**config.mk**
```make
export PLATFORM = sky130hd
export DESIGN_NAME = case_swap_crc8_framer
export DESIGN_NICKNAME = d
export VERILOG_FILES = /design/src/sv/ccf_pkg.sv /design/src/sv/ccf_byte_proc.sv /design/src/sv/case_swap_crc8_framer.sv
export SDC_FILE = /design/constraint.sdc
export NUM_CORES = 1
export LEC_CHECK = 0
export BUFFER_PORTS_ARGS = -buffer_cell sky130_fd_sc_hd__clkbuf_2
export CAP_MARGIN = 20
export CORE_ASPECT_RATIO = 2
export CORE_MARGIN = 1.5
export CORE_UTILIZATION = 35
export DETAILED_ROUTE_END_ITERATION = 6
export SLEW_MARGIN = 25
export SYNTH_ARGS = -nofsm -noshare
export SYNTH_HDL_FRONTEND = slang
export SYNTH_SLANG_ARGS = --single-unit
```
**constraint.sdc**
```tcl
create_clock -name clk_i -period 4.75 [get_ports clk_i]
set_clock_uncertainty 0.05 [all_clocks]
set_input_delay 0.7125 -clock clk_i [delete_from_list [all_inputs] [get_ports clk_i]]
set_output_delay 0.7125 -clock clk_i [all_outputs]
set_load 0.02 [all_outputs]
```
**src/sv/ccf_pkg.sv**
```systemverilog
// Shared types, constants and byte functions for the case-swap CRC-8 framer.
package ccf_pkg;

  localparam logic [7:0] CaseDelta = 8'd32;
  localparam logic [7:0] CrcPoly   = 8'h8C;  // 0x31 reflected
  localparam logic [7:0] CrcInit   = 8'h00;
  localparam logic [7:0] ChCr      = 8'h0D;
  localparam logic [7:0] ChLf      = 8'h0A;
  localparam logic [7:0] ChTerm    = 8'h00;

  typedef struct packed {
    logic [7:0] out_byte;
    logic       byte_valid;
    logic       last;
    logic [7:0] crc_next;
    logic       frozen_next;
  } proc_t;

  function automatic logic [7:0] swap_case(input logic [7:0] c);
    logic [7:0] r;
    r = c;
    if (c inside {[8'h41:8'h5A]}) begin
      r = c + CaseDelta;
    end else if (c inside {[8'h61:8'h7A]}) begin
      r = c - CaseDelta;
    end
    return r;
  endfunction

  function automatic logic [7:0] crc8_update(input logic [7:0] crc, input logic [7:0] b);
    logic [7:0] v;
    v = crc ^ b;
    for (int i = 0; i < 8; i++) begin
      if (v[0]) begin
        v = (v >> 1) ^ CrcPoly;
      end else begin
        v = v >> 1;
      end
    end
    return v;
  endfunction

endpackage

```
**src/sv/ccf_byte_proc.sv**
```systemverilog
// Per-byte logic: case swap, CRC step, freeze on CR/LF, terminator result.
module ccf_byte_proc import ccf_pkg::*; (
  input  logic [7:0] byte_i,
  input  logic [7:0] crc_i,
  input  logic       frozen_i,
  output proc_t      res_o
);

  logic [7:0] swapped;

  always_comb begin
    swapped = swap_case(byte_i);
    res_o = '0;
    if (byte_i == ChTerm) begin
      res_o.out_byte    = crc_i;
      res_o.byte_valid  = (crc_i != CrcInit);
      res_o.last        = 1'b1;
      res_o.crc_next    = CrcInit;
      res_o.frozen_next = 1'b0;
    end else begin
      res_o.out_byte    = swapped;
      res_o.byte_valid  = 1'b1;
      res_o.last        = 1'b0;
      res_o.crc_next    = crc_i;
      res_o.frozen_next = frozen_i;
      if (!frozen_i) begin
        if (swapped == ChCr || swapped == ChLf) begin
          res_o.frozen_next = 1'b1;
        end else begin
          res_o.crc_next = crc8_update(crc_i, swapped);
        end
      end
    end
  end

endmodule

```
**src/sv/case_swap_crc8_framer.sv**
```systemverilog
// Top level of the case-swap CRC-8/MAXIM framer.
//
// Input channel: one message byte per item on data_byte_i (in_valid_i /
// in_ready_o). A zero byte terminates the message.
// Output channel: one result per input item (out_valid_o / out_ready_i):
// the case-swapped byte, or on the terminator the CRC byte with last_o set.
// byte_valid_o is low only for a zero CRC on the terminator.
// The CRC covers bytes up to the first CR or LF and restarts after each
// terminator.
// Path: each accepted byte is registered in the input register, then its result
// in the result register. Throughput: one item per cycle while the receiver
// does not stall, with the combinational CRC step between the two registers.
// When the receiver stalls, the result register holds and the input
// register takes one more item; in_ready_o drops once both are full.
// Reset empties both registers and clears the CRC and the freeze flag.
module case_swap_crc8_framer import ccf_pkg::*; (
  input  logic       clk_i,
  input  logic       rst_ni,
  input  logic       in_valid_i,
  output logic       in_ready_o,
  input  logic [7:0] data_byte_i,
  output logic       out_valid_o,
  input  logic       out_ready_i,
  output logic [7:0] out_byte_o,
  output logic       byte_valid_o,
  output logic       last_o
);

  logic       s1_valid_q, s1_valid_d;
  logic [7:0] s1_byte_q;
  logic       out_valid_q, out_valid_d;
  logic [7:0] out_byte_q;
  logic       byte_valid_q;
  logic       last_q;
  logic [7:0] crc_q;
  logic       frozen_q;
  logic       in_acc;
  logic       out_load;
  proc_t      res;

  ccf_byte_proc u_proc (
    .byte_i   (s1_byte_q),
    .crc_i    (crc_q),
    .frozen_i (frozen_q),
    .res_o    (res)
  );

  assign out_load   = s1_valid_q && (!out_valid_q || out_ready_i);
  assign in_ready_o = !s1_valid_q || out_load;
  assign in_acc     = in_valid_i && in_ready_o;

  always_comb begin
    s1_valid_d = s1_valid_q;
    if (in_acc) begin
      s1_valid_d = 1'b1;
    end else if (out_load) begin
      s1_valid_d = 1'b0;
    end
    out_valid_d = out_valid_q;
    if (out_load) begin
      out_valid_d = 1'b1;
    end else if (out_ready_i) begin
      out_valid_d = 1'b0;
    end
  end

  always_ff @(posedge clk_i or negedge rst_ni) begin
    if (!rst_ni) begin
      s1_valid_q  <= 1'b0;
      out_valid_q <= 1'b0;
      crc_q       <= CrcInit;
      frozen_q    <= 1'b0;
    end else begin
      s1_valid_q  <= s1_valid_d;
      out_valid_q <= out_valid_d;
      if (out_load) begin
        crc_q    <= res.crc_next;
        frozen_q <= res.frozen_next;
      end
    end
  end

  always_ff @(posedge clk_i) begin
    if (in_acc) begin
      s1_byte_q <= data_byte_i;
    end
    if (out_load) begin
      out_byte_q   <= res.out_byte;
      byte_valid_q <= res.byte_valid;
      last_q       <= res.last;
    end
  end

  assign out_valid_o  = out_valid_q;
  assign out_byte_o   = out_byte_q;
  assign byte_valid_o = byte_valid_q;
  assign last_o       = last_q;

`ifndef NO_ASSERTIONS
  // terminator leaves the CRC state cleared
  a_term_clears: assert property (@(posedge clk_i) disable iff (!rst_ni)
    (out_load && s1_byte_q == ChTerm) |=> (crc_q == CrcInit && !frozen_q))
    else $error("CRC state not cleared after terminator");

  // a suppressed byte is only ever a zero CRC on the terminator
  a_invalid_only_last: assert property (@(posedge clk_i) disable iff (!rst_ni)
    (out_valid_o && !byte_valid_o) |-> (last_o && out_byte_o == CrcInit))
    else $error("byte_valid low outside a zero-CRC terminator");

  // input stalls only when both registers are full and the sink stalls
  a_stall_cause: assert property (@(posedge clk_i) disable iff (!rst_ni)
    !in_ready_o |-> (s1_valid_q && out_valid_q && !out_ready_i))
    else $error("input stalled without back-pressure");

  // freeze flag holds until a terminator passes
  a_frozen_holds: assert property (@(posedge clk_i) disable iff (!rst_ni)
    (frozen_q && !(out_load && s1_byte_q == ChTerm)) |=> frozen_q)
    else $error("freeze flag dropped before terminator");

  // CRC does not move while frozen except on terminator
  a_crc_frozen: assert property (@(posedge clk_i) disable iff (!rst_ni)
    (frozen_q && !(out_load && s1_byte_q == ChTerm)) |=> $stable(crc_q))
    else $error("CRC changed while frozen");
`endif

endmodule

```
==> impl_results.md <==
* Synth unique cells at 40
* Root Driver: clkbuf_8
* Sw frac at a little over a third
* Worst path max stage delay at 610 ps
* Dpl cells at ~200
* GRT overflow at 0
* Cts bufs inserted at 5
* ANT nets after route at 0
* Area growth syn-to-layout at 17.2%
* Largest delay share family, worst path: XOR/XNOR gates
* Internal power at 0.705 mW
* CTS tree: yes
* Crit Path Max Fanout at 10
* CTS HTree Levels at 2
* I/O pins at 24
* Wirelength per Cell at around 15 µm
* Clock group share of total power at 22.7%
* Setup TNS at 0 ps
* Die extent in x at between 50 and 60 µm
* First-pass GRT wire length at just under 5000 µm
* NetSw at 0.384 mW
* Drt initial violations at 33
* IR Drop Worst-Case VDD at 0.342 mV
* Slew @ Worst Pin at between 800 and 900 ps
* Design area at about 1800 µm²
* CP max stage cell: edfxtp_1
* Post-DR vias/cell at 5.24
* Setup violations, final at 0
* Clock slew at reported path FFs at 70 ps
* Minimum clock period at 2680 ps
* Yosys reg bits at 29
* IO buf count at 23
* Remaining DRCs at 0
* # rows at 34
* TritonRoute pass-1 iters at 5
* Gpl congestion at 0.790
* Gate power share at 41.2%
* Syn_nets at between 100 and 150
* CP required at 4870 ps
* CP endpoint kind: register
* Pin count of the biggest net entering global routing at 17
* RSZ-0062 raised after global routing: false
* Startpoint Class: register
* Minimum hold slack at approximately 250 ps
* Hold buffers post-CTS at 0
* Setup bufs post-CTS at 0
* Layout cells sized above 1 at 27.2%
* Finished Layout Cells at 205
* Worst skew pair latency at 280 ps
* Clk buf depth at 2
* Final worst slack at 2070 ps
* Post-synth top area cell: edfxtp_1
* Status: completed
* Final period util at a little under three fifths
* Worst reg2reg setup slack at slightly above 2000 ps
* Number of max-cap violations at 0
* Initial antenna violation count at 0
* CP Buf/Inv Count at 1
* Die area at 4880 µm²
* Critical setup path kind: reg2reg
* Hold crit path type: in2async
* Global-route usage over all layers at 13.4%
* HPWL Detailed at about 2300 µm
* Fmax achieved at 373 MHz
* Ys async rst share at 37.9%
* Mean post-synth cell area at 12.5 µm²
* Crit path DAT at 2800 ps
* Ys flop type: edfxtp_1
* Vias in the first global route at between 1000 and 1500
* Main area contributors after synthesis: edfxtp_1 (35%), dfrtp_1 (18%), xnor2_1 (8.4%), a21o_1 (2.9%), o2bb2ai_1 (2.8%)
* Slew Viols, Final at 0
* PwrDens at 598 nW/µm²
* Setup WS pre-CTS at ~2100 ps
* Routed WL at 3020 µm
* Post-synth EDFFs at 18
* Ys Warns at 0
* Routed vias at 1075
* Synth Instances at 124
* Yosys top cell area share at 34.8%
* Worst rel slew slack at 45.4%
* Die extent in y at 97.3 µm
* Core area at 4300 µm²
* Most used cell along the critical path: xnor2_1
* DP Area at 1710 µm²
* Final hold viol count at 0
* Layout net count at 164
* Resize count post-CTS at 0
* Initial Utilization at a little over a third
* Post-Syn Area at 1560 µm²
* Fillcell total at 404
* Register area share after synthesis at 52.5%
* N_diodes at 0
* Leak at about 0.72 nW
* Worst path cell trace: inv_1 -> ha_1 -> xnor2_1 -> o31ai_1 -> o41ai_1 -> xnor2_1 -> xnor2_1 -> o2bb2ai_1
* Flop pwr share at 36.1%
* Clk sinks at 29
==> cells in the mapped netlist, types with 3 or more instances <==
cell	n
dfrtp_1	11
a21oi_1	4
inv_1	5
o2bb2ai_1	5
nand3_1	3
nand2b_1	5
xnor2_1	15
xor2_1	5
nand2_1	9
edfxtp_1	18
nor3_1	5
a21o_1	6
==> cells in the final DEF, fill, tap and decap left out, types with 6 or more instances in the layout <==
master    instances
dfrtp_1          11
clkbuf_2         23
nand2_1           9
edfxtp_1         18
a21o_1            6
xnor2_1          15
==> worst register-to-register path: stages (launching register included) <==
cell,delay (ps)
edfxtp_1,610
inv_1,160
ha_1,360
xnor2_1,190
o31ai_1,100
o41ai_1,520
xnor2_1,280
xnor2_1,230
o2bb2ai_1,80
==> final timing paths <==
kind,from,endpoint,cells past startpoint
worst max-delay path,s1_byte_q[5],crc_q[1],8
worst min-delay path,rst_ni,crc_q[0],1
worst max register to register,s1_byte_q[5],crc_q[1],8
worst min register to register,s1_valid_q,out_valid_o,1
max in group asynchronous,rst_ni,s1_valid_q,1
min in group clk_i,s1_valid_q,out_valid_o,1
==> cell families (layout without fill, tap and decap cells) <==
logic type | count (synthesis) | count (layout) | synth area share, %
adders and majority gates | 2 | 2 | 1.61
AOI/OAI and AO/OA | 25 | 25 | 13.6
muxes | 3 | 3 | 2.17
and+or+nand+nor | 34 | 34 | 13.6
DFF | 29 | 29 | 52.5
xor gates and xnor gates | 22 | 22 | 13.8
buffers and inverters | 9 | 36 | 2.82
==> power groups by stage <==
stage | registers, mW | clock network [mW] | logic, mW
after floorplan | 0.379 | 0 | 0.376
after global placement | 0.395 | 0 | 0.436
after detailed placement | 0.395 | 0 | 0.451
after CTS | 0.391 | 0.253 | 0.455
after global routing | 0.397 | 0.263 | 0.494
final | 0.393 | 0.247 | 0.449
==> metal layers <==
metal	wire length, µm	up-vias	GRT usage, %
met5	0	-	0
met1	986	515	12.2
met2	1720	47	24.2
met4	160	0	9.19
met3	155	11	3.69
li1	-	502	-
==> registers in the layout (all words and copies together), names as in the netlist <==
register and flops:
crc_q 8, out_byte_o 8, s1_byte_q 8, byte_valid_o 1, frozen_q 1, last_o 1
out_valid_o 1, s1_valid_q 1
==> layout make-up <==
type | instances | area (µm²) | share of cell area (%)
multi-input combinational | 86 | 696 | 38.2
clock buffer | 5 | 68.8 | 3.77
inverter | 5 | 18.8 | 1.03
timing repair buffer | 23 | 115 | 6.31
clock inverter | 3 | 41.3 | 2.26
sequential | 29 | 816 | 44.7
tap | 54 | 67.6 | 3.71
==> per-stage QoR <==
step,power [mW],utilization [%]
finish,1.09,42.4
global route,1.15,42.4
global placement,0.830,39.9
detailed placement,0.846,39.9
CTS,1.10,42.4
floorplan,0.755,-
No activity file was read; power rests on OpenSTA's default activity.
